**config.mk**
```make
export PLATFORM = sky130hd
export DESIGN_NAME = rtu_response_deframer_top
export DESIGN_NICKNAME = d
export VERILOG_FILES = /design/src/design/rtu_deframe_pkg.sv /design/src/design/rtu_response_deframer_top.sv
export SDC_FILE = /design/constraint.sdc
export NUM_CORES = 1
export LEC_CHECK = 0
export BUFFER_PORTS_ARGS = -buffer_cell sky130_fd_sc_hd__buf_2
export CAP_MARGIN = 20
export CELL_PAD_IN_SITES_DETAIL_PLACEMENT = 1
export CELL_PAD_IN_SITES_GLOBAL_PLACEMENT = 1
export CORE_MARGIN = 4
export CORE_UTILIZATION = 25
export CTS_BUF_LIST = sky130_fd_sc_hd__clkbuf_4 sky130_fd_sc_hd__clkbuf_8 sky130_fd_sc_hd__clkbuf_16
export CTS_CLUSTER_DIAMETER = 200
export DETAILED_ROUTE_END_ITERATION = 8
export PLACE_DENSITY_LB_ADDON = 0.1
export SLEW_MARGIN = 20
export SYNTH_ARGS = -nofsm -noshare
export SYNTH_HDL_FRONTEND = slang
export SYNTH_SLANG_ARGS = --single-unit
```
**constraint.sdc**
```tcl
create_clock -name clk -period 7.9 [get_ports clk]
set_input_delay 1.58 -clock clk [delete_from_list [all_inputs] [get_ports clk]]
set_output_delay 1.58 -clock clk [all_outputs]
set_load 0.01 [all_outputs]
```
**src/design/rtu_deframe_pkg.sv**
```systemverilog
// Shared types, codes and helpers for the RTU response deframer.
// Used by rtu_response_deframer_top and the bench; depends on nothing else.
package rtu_deframe_pkg;

  // Largest reply the frame logic accepts, CRC included
  localparam int FRAME_MAX = 256;
  localparam int LEN_LIMIT_I = (FRAME_MAX < 256) ? FRAME_MAX : 256;
  localparam logic [9:0] LEN_LIMIT = 10'(LEN_LIMIT_I);

  // Item operation codes
  localparam logic [1:0] OP_START = 2'd0;
  localparam logic [1:0] OP_BYTE  = 2'd1;
  localparam logic [1:0] OP_TICK  = 2'd2;

  // End-of-frame status codes
  localparam logic [2:0] ST_OK       = 3'd0;
  localparam logic [2:0] ST_TIMEOUT  = 3'd1;
  localparam logic [2:0] ST_BAD_FUNC = 3'd2;
  localparam logic [2:0] ST_TOO_LONG = 3'd3;
  localparam logic [2:0] ST_CRC_ERR  = 3'd4;
  localparam logic [2:0] ST_ID_ERR   = 3'd5;

  // Register map (index of the register in the APB space)
  localparam logic REG_TIMEOUT = 1'b0;
  localparam logic [12:0] TIMEOUT_RESET = 13'd1000;

  // CRC-16 constants (reflected polynomial)
  localparam logic [15:0] CRC_POLY = 16'hA001;
  localparam logic [15:0] CRC_INIT = 16'hFFFF;

  // Function codes with fixed or counted lengths
  localparam logic [7:0] FC_EXC_BIT = 8'h80;
  localparam logic [7:0] FC_RD_DEV  = 8'h17;
  localparam logic [7:0] FC_WR_MULC = 8'h0F;
  localparam logic [7:0] FC_WR_MULR = 8'h10;

  typedef struct packed {
    logic [1:0] op;
    logic [7:0] unit_id;
    logic [7:0] rx_byte;
  } item_t;

  typedef struct packed {
    logic       is_end;
    logic [7:0] data_byte;
    logic [7:0] byte_index;
    logic [2:0] status;
    logic [7:0] frame_length;
  } result_t;

  // One byte of CRC-16, eight shift steps
  function automatic logic [15:0] crc_byte(input logic [15:0] c, input logic [7:0] b);
    logic [15:0] r;
    r = c ^ {8'h00, b};
    for (int i = 0; i < 8; i++) begin
      r = r[0] ? ((r >> 1) ^ CRC_POLY) : (r >> 1);
    end
    return r;
  endfunction

endpackage

```
**src/design/rtu_response_deframer_top.sv**
```systemverilog
// RTU response deframer: frames one reply, checks CRC and unit id, times out.
// Depends on rtu_deframe_pkg (types, codes, CRC step).

// A start item arms the block with the expected unit id and loads the reply
// deadline from timeout_ticks; byte items are framed by the function code,
// each payload byte comes out with its position and the two CRC bytes are
// held back; one end-of-frame status result closes a frame (ok, timeout,
// unknown function, too long, CRC error, id mismatch) unless a new start item
// abandons it first. An item makes one combinational pass, with an eight-step
// CRC update, into the result or skid register, so one item is accepted each
// cycle while item_stall is low. A two-entry output (result plus skid register)
// keeps input accepted while one result waits; item_stall rises only when both
// entries hold results. Bytes and ticks are ignored while idle.
module rtu_response_deframer_top
  import rtu_deframe_pkg::*;
(
  input  logic         clk,
  input  logic         rst,
  input  logic         item_valid,
  output logic         item_stall,
  input  item_t        item,
  output logic         result_valid,
  input  logic         result_stall,
  output result_t      result,
  input  logic         psel,
  input  logic         penable,
  input  logic         pwrite,
  input  logic [2:0]   paddr,
  input  logic [31:0]  pwdata,
  output logic [31:0]  prdata,
  output logic         pready
);

  // Configuration and frame state
  logic [12:0] timeout_ticks;
  logic        busy, busy_next;
  logic [7:0]  expected_id, expected_id_next;
  logic [8:0]  byte_count, byte_count_next;
  logic [8:0]  total_length, total_length_next;
  logic        length_known, length_known_next;
  logic [15:0] crc_accum, crc_accum_next;
  logic [12:0] ticks_left, ticks_left_next;
  logic        id_match, id_match_next;

  // Output stage
  logic        skid_valid;
  result_t     skid;
  logic        res_valid;
  result_t     res;

  logic        accept;
  logic        pop;
  logic [9:0]  idx_plus2;

  assign item_stall = skid_valid;
  assign accept     = item_valid && !item_stall;
  assign pop        = result_valid && !result_stall;
  assign pready     = 1'b1;
  assign prdata     = (paddr[2] == REG_TIMEOUT) ? {19'd0, timeout_ticks} : 32'd0;
  assign idx_plus2  = {1'b0, byte_count} + 10'd2;

  // Write the timeout register
  always_ff @(posedge clk) begin
    if (rst) begin
      timeout_ticks <= TIMEOUT_RESET;
    end else if (psel && penable && pwrite && pready && paddr[2] == REG_TIMEOUT) begin
      timeout_ticks <= pwdata[12:0];
    end
  end

  // Frame logic: next state and the result of one item
  always_comb begin
    busy_next         = busy;
    expected_id_next  = expected_id;
    byte_count_next   = byte_count;
    total_length_next = total_length;
    length_known_next = length_known;
    crc_accum_next    = crc_accum;
    ticks_left_next   = ticks_left;
    id_match_next     = id_match;
    res_valid         = 1'b0;
    res               = '0;

    case (item.op)
      OP_START: begin
        busy_next         = 1'b1;
        expected_id_next  = item.unit_id;
        byte_count_next   = 9'd0;
        total_length_next = 9'd0;
        length_known_next = 1'b0;
        crc_accum_next    = CRC_INIT;
        ticks_left_next   = timeout_ticks;
        id_match_next     = 1'b0;
      end
      OP_TICK: begin
        if (busy) begin
          if (ticks_left <= 13'd1) begin
            ticks_left_next = 13'd0;
            busy_next       = 1'b0;
            res_valid       = 1'b1;
            res.is_end      = 1'b1;
            res.status      = ST_TIMEOUT;
          end else begin
            ticks_left_next = ticks_left - 13'd1;
          end
        end
      end
      OP_BYTE: begin
        if (busy) begin
          byte_count_next = byte_count + 9'd1;
          crc_accum_next  = crc_byte(crc_accum, item.rx_byte);
          res_valid       = 1'b1;

          // Decode the address byte, function code and byte count
          if (byte_count == 9'd0) begin
            id_match_next = (item.rx_byte == expected_id);
          end else if (byte_count == 9'd1) begin
            if ((item.rx_byte & FC_EXC_BIT) != 8'd0) begin
              total_length_next = 9'd5;
              length_known_next = 1'b1;
            end else if ((item.rx_byte >= 8'h01 && item.rx_byte <= 8'h04) ||
                         item.rx_byte == FC_RD_DEV) begin
              length_known_next = 1'b0;
            end else if (item.rx_byte == 8'h05 || item.rx_byte == 8'h06 ||
                         item.rx_byte == FC_WR_MULC || item.rx_byte == FC_WR_MULR) begin
              total_length_next = 9'd8;
              length_known_next = 1'b1;
            end else begin
              res.is_end = 1'b1;
              res.status = ST_BAD_FUNC;
            end
            if (!res.is_end && length_known_next &&
                {1'b0, total_length_next} > LEN_LIMIT) begin
              res.is_end = 1'b1;
              res.status = ST_TOO_LONG;
            end
          end else if (byte_count == 9'd2 && !length_known) begin
            total_length_next = 9'd5 + {1'b0, item.rx_byte};
            length_known_next = 1'b1;
            if ({1'b0, total_length_next} > LEN_LIMIT) begin
              res.is_end = 1'b1;
              res.status = ST_TOO_LONG;
            end
          end

          // Close the frame, hold back CRC bytes, or pass the byte on
          if (!res.is_end) begin
            if (length_known_next && byte_count_next >= total_length_next) begin
              res.is_end = 1'b1;
              if (crc_accum_next != 16'd0) begin
                res.status = ST_CRC_ERR;
              end else if (!id_match_next) begin
                res.status = ST_ID_ERR;
              end else begin
                res.status       = ST_OK;
                res.frame_length = 8'(total_length_next - 9'd2);
              end
            end else if (length_known_next && idx_plus2 >= {1'b0, total_length_next}) begin
              res_valid = 1'b0;
            end else begin
              res.data_byte  = item.rx_byte;
              res.byte_index = byte_count[7:0];
            end
          end
          if (res.is_end) begin
            busy_next = 1'b0;
          end
        end
      end
      default: begin
      end
    endcase
  end

  // Hold frame state; advance on each accepted transaction
  always_ff @(posedge clk) begin
    if (rst) begin
      busy         <= 1'b0;
      expected_id  <= 8'd0;
      byte_count   <= 9'd0;
      total_length <= 9'd0;
      length_known <= 1'b0;
      crc_accum    <= CRC_INIT;
      ticks_left   <= 13'd0;
      id_match     <= 1'b0;
    end else if (accept) begin
      busy         <= busy_next;
      expected_id  <= expected_id_next;
      byte_count   <= byte_count_next;
      total_length <= total_length_next;
      length_known <= length_known_next;
      crc_accum    <= crc_accum_next;
      ticks_left   <= ticks_left_next;
      id_match     <= id_match_next;
    end
  end

  // Result register with skid entry
  always_ff @(posedge clk) begin
    if (rst) begin
      result_valid <= 1'b0;
      skid_valid   <= 1'b0;
    end else if (!result_valid || pop) begin
      if (skid_valid) begin
        result_valid <= 1'b1;
        skid_valid   <= 1'b0;
      end else begin
        result_valid <= accept && res_valid;
      end
    end else if (accept && res_valid) begin
      skid_valid <= 1'b1;
    end
  end

  always_ff @(posedge clk) begin
    if (!result_valid || pop) begin
      result <= skid_valid ? skid : res;
    end else if (accept && res_valid) begin
      skid <= res;
    end
  end

  // The skid entry is only used behind a waiting result
  assert property (@(posedge clk) disable iff (rst) skid_valid |-> result_valid)
    else $error("skid entry holds a result while the result register is empty");

  // A status result ends the frame
  assert property (@(posedge clk) disable iff (rst)
    (accept && res_valid && res.is_end) |=> !busy)
    else $error("block still busy after an end-of-frame result");

  // Payload bytes come only from an open frame and keep it open
  assert property (@(posedge clk) disable iff (rst)
    (accept && res_valid && !res.is_end) |=> busy)
    else $error("payload byte emitted outside an open frame");

  // Frame length is reported only with an ok status
  assert property (@(posedge clk) disable iff (rst)
    (result_valid && result.is_end && result.status != ST_OK) |-> result.frame_length == 8'd0)
    else $error("frame length reported with an error status");

endmodule

```
==> metrics, run 1 <==
Internal Power 1.20 mW; sequential area share after synthesis 41.5%; Resize count post-CTS 0; Worst Tran Pin Value 1.06 ns; gpl congestion 0.816; outcome finished clean; FMAX 166 MHz; Worst EP arrival 6.26 ns; Initial Util 25.4%; Max-Cap Viols 0; Peak VDD IR 0.127 mV; die extent in y 182 um; Final ANT Viol Nets 0; row count 63; Switching Fraction 27.3%; Switch Pwr 451 uW; clk sinks 129; CP startpoint kind input port; num ports 123; largest net degree at the start of global routing 54; Final Cycle Share 76.4%; combinational share of power 9.7%; layout cells sized above 1 15.1%; hold_ws 0.458 ns; RSZ-0062 raised after global routing false; WL/cell 18.7 um; Antenna diodes 0; Clock power frac 47.4%; Port-buffer cells 81; most frequent cells in the layout nand2_1, nor2_1, buf_2, dfxtp_1, edfxtp_1; core area 29800 um^2; number of fill cells 3515; Distinct cells, synth 75; Pleak 3.41 nW; Post-synth EDFFs 56; Final Core Density 29.8%; Tot GR Track Use 15.3%; Yosys top cell area share 22.2%; Layout Cells excl Fill 1328; # nets final 1016; first-pass GRT wire length 39.8 mm; total of warnings raised by yosys 0; CP Max Fanout 16; Num CTS Buffers 17; Seq pwr share 43.0%; capture point of the worst path result[1]$_DFFE_PP_; Overall Power 1.65 mW; Remaining DRCs 0; Req. time, crit path 8.12 ns; Final Max Tran Viols 0; Critical Path Start item[0]; most common flop cell mapped by yosys dfxtp_1; # H-tree levels 4; FF-to-FF Start byte_count[0]$_SDFFE_PP0P_; Reg-to-Reg End skid[19]$_DFFE_PP_; P per Cell Area 186 nW/um^2; R2R cell count 17; skew final 0.0154 ns; Netlist Area Pre-Place 7580 um^2; Yosys reg bits 129; DR vias/cell 4.87; drt initial violations 335; Crit Path Category in -> reg; Placed Cells 1296; setup slack, reg-to-reg 2.73 ns; minimum clock period 6.04 ns; TritonCTS clock tree yes; CP endpoint kind flip-flop; routed vias 6461; clock root cell clkbuf_16; setup bufs post-CTS 0; vias in the first global route 6803; area occupied by multi-input gates 4030 um^2; Synth area leaders edfxtp_1, dfxtp_1, nand2_1; clk slew on worst S/H paths 0.07 ns; mean post-synth cell area 8.81 um^2; register area 3140 um^2; CTS Hold Bufs 0; total wire length 24.8 mm; HP Class reg -> reg; final hold vios 0; Syn Inst Count 861; total gr overflow 0; final setup fails 0; ys async rst share 0%; Die X 182 um; Area Overhead vs Synth 17.0%; Fin Setup TNS 0 ns; Max-slew headroom 29.2%; latest clock arrival within the worst-skew pair 0.43 ns; post-synth top area cell edfxtp_1; hpwl dp 18.0 mm; initial antenna violation count 0; DRT Pass-1 Iters 4; Clock Path Buffers 2; Total Die Area 33200 um^2; most common cell after layout, fill and taps aside nand2_1
power by group through the flow:
stage	clock network [mW]	logic (mW)	registers, mW
floorplan	0	0.114	0.722
global placement	0	0.162	0.723
detailed placement	0	0.161	0.723
CTS	0.806	0.162	0.708
global route	0.832	0.181	0.709
finish	0.780	0.159	0.708
critical path, cell delays in order:
cell and delay, ns:
buf_2 0.22, inv_1 0.14, ha_1 0.24, nor3b_1 0.15, a211oi_1 0.56, o21ai_0 0.32, and2_1 0.26, a31oi_1 0.16
buf_4 0.18, ha_1 0.17, nand2b_1 0.15, a21oi_1 0.07, a22oi_1 0.20, o21ai_0 0.13, o32ai_1 0.44, o21ai_1 0.19
a2111o_1 0.66, o31ai_1 0.41
sequential cells by signal, summed over array words and instances, names as in the netlist:
name and cells:
result 28, skid 28, crc_accum 16, ticks_left 13
timeout_ticks 13, byte_count 9, total_length 9, expected_id 8
busy 1, id_match 1, item_stall 1, length_known 1
result_valid 1
Yosys cell counts, types with 7 or more instances:
cell type / number
a21o_1: 8
buf_2: 7
nand2b_1: 7
nand2_1: 117
nor4_1: 10
xnor2_1: 33
nor2b_1: 12
a31oi_1: 7
xor2_1: 24
nor3_1: 28
inv_1: 40
a22oi_1: 22
buf_4: 21
dfxtp_1: 73
nor2_1: 85
nand3_1: 25
clkbuf_1: 35
o221ai_1: 9
o22ai_1: 13
o21ai_0: 25
nand4_1: 7
edfxtp_1: 56
a21oi_1: 37
ha_1: 31
o31ai_1: 27
how the worst min path moves through the flow:
stage	end	start	depth (start not counted)
after floorplan	timeout_ticks[0]$_SDFFE_PP0P_	timeout_ticks[0]$_SDFFE_PP0P_	2
after global placement	timeout_ticks[1]$_SDFFE_PP0P_	timeout_ticks[1]$_SDFFE_PP0P_	2
after detailed placement	timeout_ticks[1]$_SDFFE_PP0P_	timeout_ticks[1]$_SDFFE_PP0P_	2
after CTS	timeout_ticks[1]$_SDFFE_PP0P_	timeout_ticks[1]$_SDFFE_PP0P_	2
after global routing	timeout_ticks[10]$_SDFFE_PP0P_	timeout_ticks[10]$_SDFFE_PP0P_	2
final	timeout_ticks[1]$_SDFFE_PP0P_	timeout_ticks[1]$_SDFFE_PP0P_	2
final cells by class:
type | instances | area share, %
clock buffers | 20 | 5.39
well taps | 390 | 5.50
clock inverters | 12 | 1.06
flip-flops and latches | 129 | 35.4
multi-input cells | 645 | 45.4
repair buffers | 92 | 5.50
inverters | 40 | 1.69
kinds of logic (layout without fill, tap and decap cells):
group | count (synthesis) | count (layout) | share of synthesized area (%)
AO/OA/AOI/OAI | 203 | 203 | 19.0
other | 2 | 20 | 0.0990
flip-flops | 129 | 129 | 41.5
AND/OR/NAND/NOR | 328 | 328 | 20.4
XOR/XNOR | 57 | 57 | 6.58
buffers and inverters | 105 | 164 | 6.55
adder cells (fa/ha/maj) | 32 | 32 | 5.25
multiplexers | 5 | 5 | 0.677
per-layer routing:
| layer | part of all wire (%) | GRT usage, % |
|---|---|---|
| met2 | 46 | 25.4 |
| met3 | 3.0 | 2.47 |
| met4 | 1.0 | 3.84 |
| met5 | 0 | 0 |
| met1 | 49 | 20.9 |
metrics by stage:
step / cell area, um^2 / setup slack, ns
floorplan: 7650 / 0.175
global placement: 8300 / 1.41
detailed placement: 8300 / 1.43
CTS: 8870 / 1.86
global route: 8870 / 1.34
finish: 8870 / 1.86
Power figures use the tool's default switching activity.
==> inputs of run 2 (changes only) <==
--- a/config.mk
+++ b/config.mk
@@ -5,6 +5,7 @@
 export SDC_FILE = /design/constraint.sdc
 export NUM_CORES = 1
 export LEC_CHECK = 0
+export ABC_AREA = 1
 export BUFFER_PORTS_ARGS = -buffer_cell sky130_fd_sc_hd__buf_2
 export CAP_MARGIN = 20
 export CELL_PAD_IN_SITES_DETAIL_PLACEMENT = 1
==> constraint.sdc (replaced) <==
create_clock -name clk -period 4.9 [get_ports clk]
set_input_delay 0.98 -clock clk [delete_from_list [all_inputs] [get_ports clk]]
set_output_delay 0.98 -clock clk [all_outputs]
set_load 0.01 [all_outputs]
==> metrics, run 2 <==
outcome finished clean (unchanged); Worst Tran Pin Value 0.752 ns (was 1.06 ns); P per Cell Area 298 nW/um^2 (was 186 nW/um^2); worst setup margin 0.580 ns (was 1.86 ns); CP endpoint kind flip-flop (unchanged); most common cell after layout, fill and taps aside nand2_1 (unchanged); DR vias/cell 4.46 (was 4.87); total of warnings raised by yosys 0 (unchanged); HP Start id_match$_SDFFE_PP0P_ (was timeout_ticks[1]$_SDFFE_PP0P_); # nets final 1170 (was 1016); minimum clock period 4.32 ns; post-route design area 9150 um^2 (was 8870 um^2); # H-tree levels 4 (unchanged); Remaining DRCs 0 (unchanged); RSZ-0062 raised after global routing false (unchanged); R2R cell count 24 (was 17); Synth top cells by count nand2_1, inv_1, nor2_1, dfxtp_1, a21oi_1 (was nand2_1, nor2_1, dfxtp_1, edfxtp_1, inv_1); most frequent cell after synthesis nand2_1 (unchanged); Initial Util 25.3% (was 25.4%); Syn Inst Count 992 (was 861); Tot GR Track Use 14.0% (was 15.3%); pre-CTS setup slack 0.109 ns (was 1.43 ns); final setup fails 0 (unchanged); Max-Cap Viols 0 (unchanged); Final Max Tran Viols 0 (unchanged); most frequent cells in the layout nand2_1, inv_1, nor2_1, buf_2, dfxtp_1 (was nand2_1, nor2_1, buf_2, dfxtp_1, edfxtp_1); Max-slew headroom 49.9% (was 29.2%); clk sinks 129 (unchanged); Crit Path Category in -> reg (unchanged); latest clock arrival within the worst-skew pair 0.42 ns (was 0.43 ns); Final Cycle Share 88.2%; FF-to-FF Start byte_count[1]$_SDFFE_PP0P_ (was byte_count[0]$_SDFFE_PP0P_); gpl congestion 0.785 (was 0.816); Port-buffer cells 81 (unchanged); skew final 0.0139 ns (was 0.0154 ns); most common flop cell mapped by yosys dfxtp_1 (unchanged); Netlist Area Pre-Place 7720 um^2 (was 7580 um^2); num ports 123 (unchanged); drt initial violations 250 (was 335); hold path cells 2 (unchanged); ys async rst share 0% (unchanged); top flop regs result: 28 flops, skid: 28 flops, crc_accum: 16 flops (unchanged); Peak VDD IR 0.208 mV (was 0.127 mV); HP Class reg -> reg (unchanged); Die X 184 um (was 182 um); Req. time, crit path 5.02 ns (was 8.12 ns); FMAX 231 MHz; die extent in y 184 um (was 182 um); final hold vios 0 (unchanged); sequential area share after synthesis 40.7% (was 41.5%); placed inst area 8560 um^2 (was 8300 um^2); Yosys top cell area share 21.8% (was 22.2%); CP Max Fanout 22 (was 16); Antenna diodes 0 (unchanged); Total Die Area 33800 um^2 (was 33200 um^2); CP most frequent cell nand2_1; CTS Hold Bufs 0 (unchanged); total gr overflow 0 (unchanged); hpwl dp 17.8 mm (was 18.0 mm); CP delay by family, top simple AND/OR/NAND/NOR gates (was compound AO/OA/AOI/OAI gates); slowest CP cell a221oi_1 (was a2111o_1); Hold Path Sink id_match$_SDFFE_PP0P_ (was timeout_ticks[1]$_SDFFE_PP0P_); Reg-to-Reg End skid[18]$_DFFE_PP_ (was skid[19]$_DFFE_PP_); Layout Cells excl Fill 1488 (was 1328); number of fill cells 3683 (was 3515); initial antenna violation count 2 (was 0); largest net degree at the start of global routing 35 (was 54); clock root cell clkbuf_16 (unchanged); Worst EP arrival 4.44 ns (was 6.26 ns); core area 30500 um^2 (was 29800 um^2); vias in the first global route 6792 (was 6803); Final ANT Viol Nets 0 (unchanged); Resize count post-CTS 0 (unchanged); Clock Path Buffers 2 (unchanged); mean post-synth cell area 7.79 um^2 (was 8.81 um^2); Area Overhead vs Synth 18.5% (was 17.0%); Distinct cells, synth 53 (was 75); TritonCTS clock tree yes (unchanged); row count 64 (was 63); DRT Pass-1 Iters 4 (unchanged); routed vias 6634 (was 6461); CP startpoint kind input port (unchanged); Post-synth EDFFs 56 (unchanged); post-synth top area cell edfxtp_1 (unchanged); clk slew on worst S/H paths 0.06 ns (was 0.07 ns); first-pass GRT wire length 37.5 mm (was 39.8 mm); layout cells sized above 1 18.0% (was 15.1%); Yosys reg bits 129 (unchanged); WL/cell 15.8 um (was 18.7 um); Num CTS Buffers 17 (unchanged); total wire length 23.5 mm (was 24.8 mm); CP bufs+invs 6 (was 3); Synth area leaders edfxtp_1, dfxtp_1, nand2_1 (unchanged); setup bufs post-CTS 0 (unchanged); Placed Cells 1456 (was 1296); max incr delay on CP 0.28 ns (was 0.66 ns); Fin Setup TNS 0 ns (unchanged); Pleak 4.15 nW (was 3.41 nW); setup slack, reg-to-reg 0.99 ns (was 2.73 ns)
[run 2: cell types whose count changed after synthesis, sizes merged, moves of 8 or more]
| cell | previous run | this run |
|---|---|---|
| nor2b | 12 | 0 |
| a22oi | 22 | 1 |
| o31ai | 29 | 1 |
| o21ai | 27 | 47 |
| xnor2 | 33 | 12 |
| clkbuf | 35 | 27 |
| nand2 | 118 | 226 |
| xor2 | 24 | 37 |
| o221ai | 9 | 1 |
| inv | 40 | 108 |
| nor2 | 85 | 112 |
| nand3 | 25 | 46 |
| a21oi | 37 | 66 |
[run 2: how the worst max path moves through the flow]
stage                  from                  to  depth (start not counted)
floorplan           item[0]   skid[0]$_DFFE_PP_                         23
global placement    item[0]  skid[16]$_DFFE_PP_                         29
detailed placement  item[0]  skid[16]$_DFFE_PP_                         29
CTS                 item[0]  skid[18]$_DFFE_PP_                         29
global route        item[0]  skid[14]$_DFFE_PP_                         27
finish              item[0]  skid[18]$_DFFE_PP_                         29
[run 2: cell families after synthesis]
| group | after synthesis | share of synthesized area, % |
|---|---|---|
| buffers and inverters | 173 | 10.2 |
| multiplexers | 2 | 0.292 |
| AO/OA/AOI/OAI | 161 | 12.2 |
| other | 2 | 0.0972 |
| flip-flops | 129 | 40.7 |
| adder cells (fa/ha/maj) | 31 | 5.02 |
| XOR/XNOR | 49 | 5.56 |
| AND/OR/NAND/NOR | 445 | 26.0 |
[run 2: per-layer routing]
| layer | up-vias | track usage, % | part of all wire, % |
|---|---|---|---|
| met1 | 3098 | 19.4 | 50 |
| met2 | 99 | 22.7 | 46 |
| met5 | - | 0 | 0.090 |
| met4 | 4 | 3.70 | 1.2 |
| met3 | 24 | 2.47 | 3.2 |
| li1 | 3409 | - | - |
[run 2: worst reg2reg max path, cell delays in order, from the launching register on]
cell and delay (ns):
dfxtp_1 0.36, inv_1 0.20, ha_1 0.26, inv_1 0.09, nor2_2 0.13, inv_2 0.07
nor2_4 0.14, inv_2 0.13, o21ai_0 0.09, inv_1 0.06, a22oi_1 0.20, inv_1 0.14
ha_1 0.31, a21boi_0 0.17, nand3_1 0.09, nor2_1 0.15, nor2_2 0.04, nand2_1 0.12
nand2_2 0.11, nand2_1 0.11, nand2_1 0.07, nand3_1 0.07, nand3_1 0.13, nor2_2 0.18
buf_12 0.20
[run 2: where the power goes]
group / internal (mW) / switching (mW)
logic: 0.0951 / 0.189
registers: 1.13 / 0.0128
clock network: 0.775 / 0.520
total: 2.00 / 0.722
[run 2: layout make-up]
cell class / instances / area (um^2) / area share, %
clock buffers: 19 / 453 / 4.95
clock inverters: 13 / 136 / 1.49
repair buffers: 109 / 628 / 6.86
well taps: 396 / 495 / 5.41
inverters: 114 / 428 / 4.67
multi-input cells: 708 / 3870 / 42.3
flip-flops and latches: 129 / 3140 / 34.3
[run 2: per-stage QoR]
step                      util [%]  power (mW)  hold WS (ns)
final                         30.0        2.72         0.461
after global routing          30.0        2.87         0.483
after floorplan                  -        1.37         0.442
after detailed placement      28.1        1.46         0.464
after global placement        28.1        1.46         0.453
after CTS                     30.0        2.79         0.465
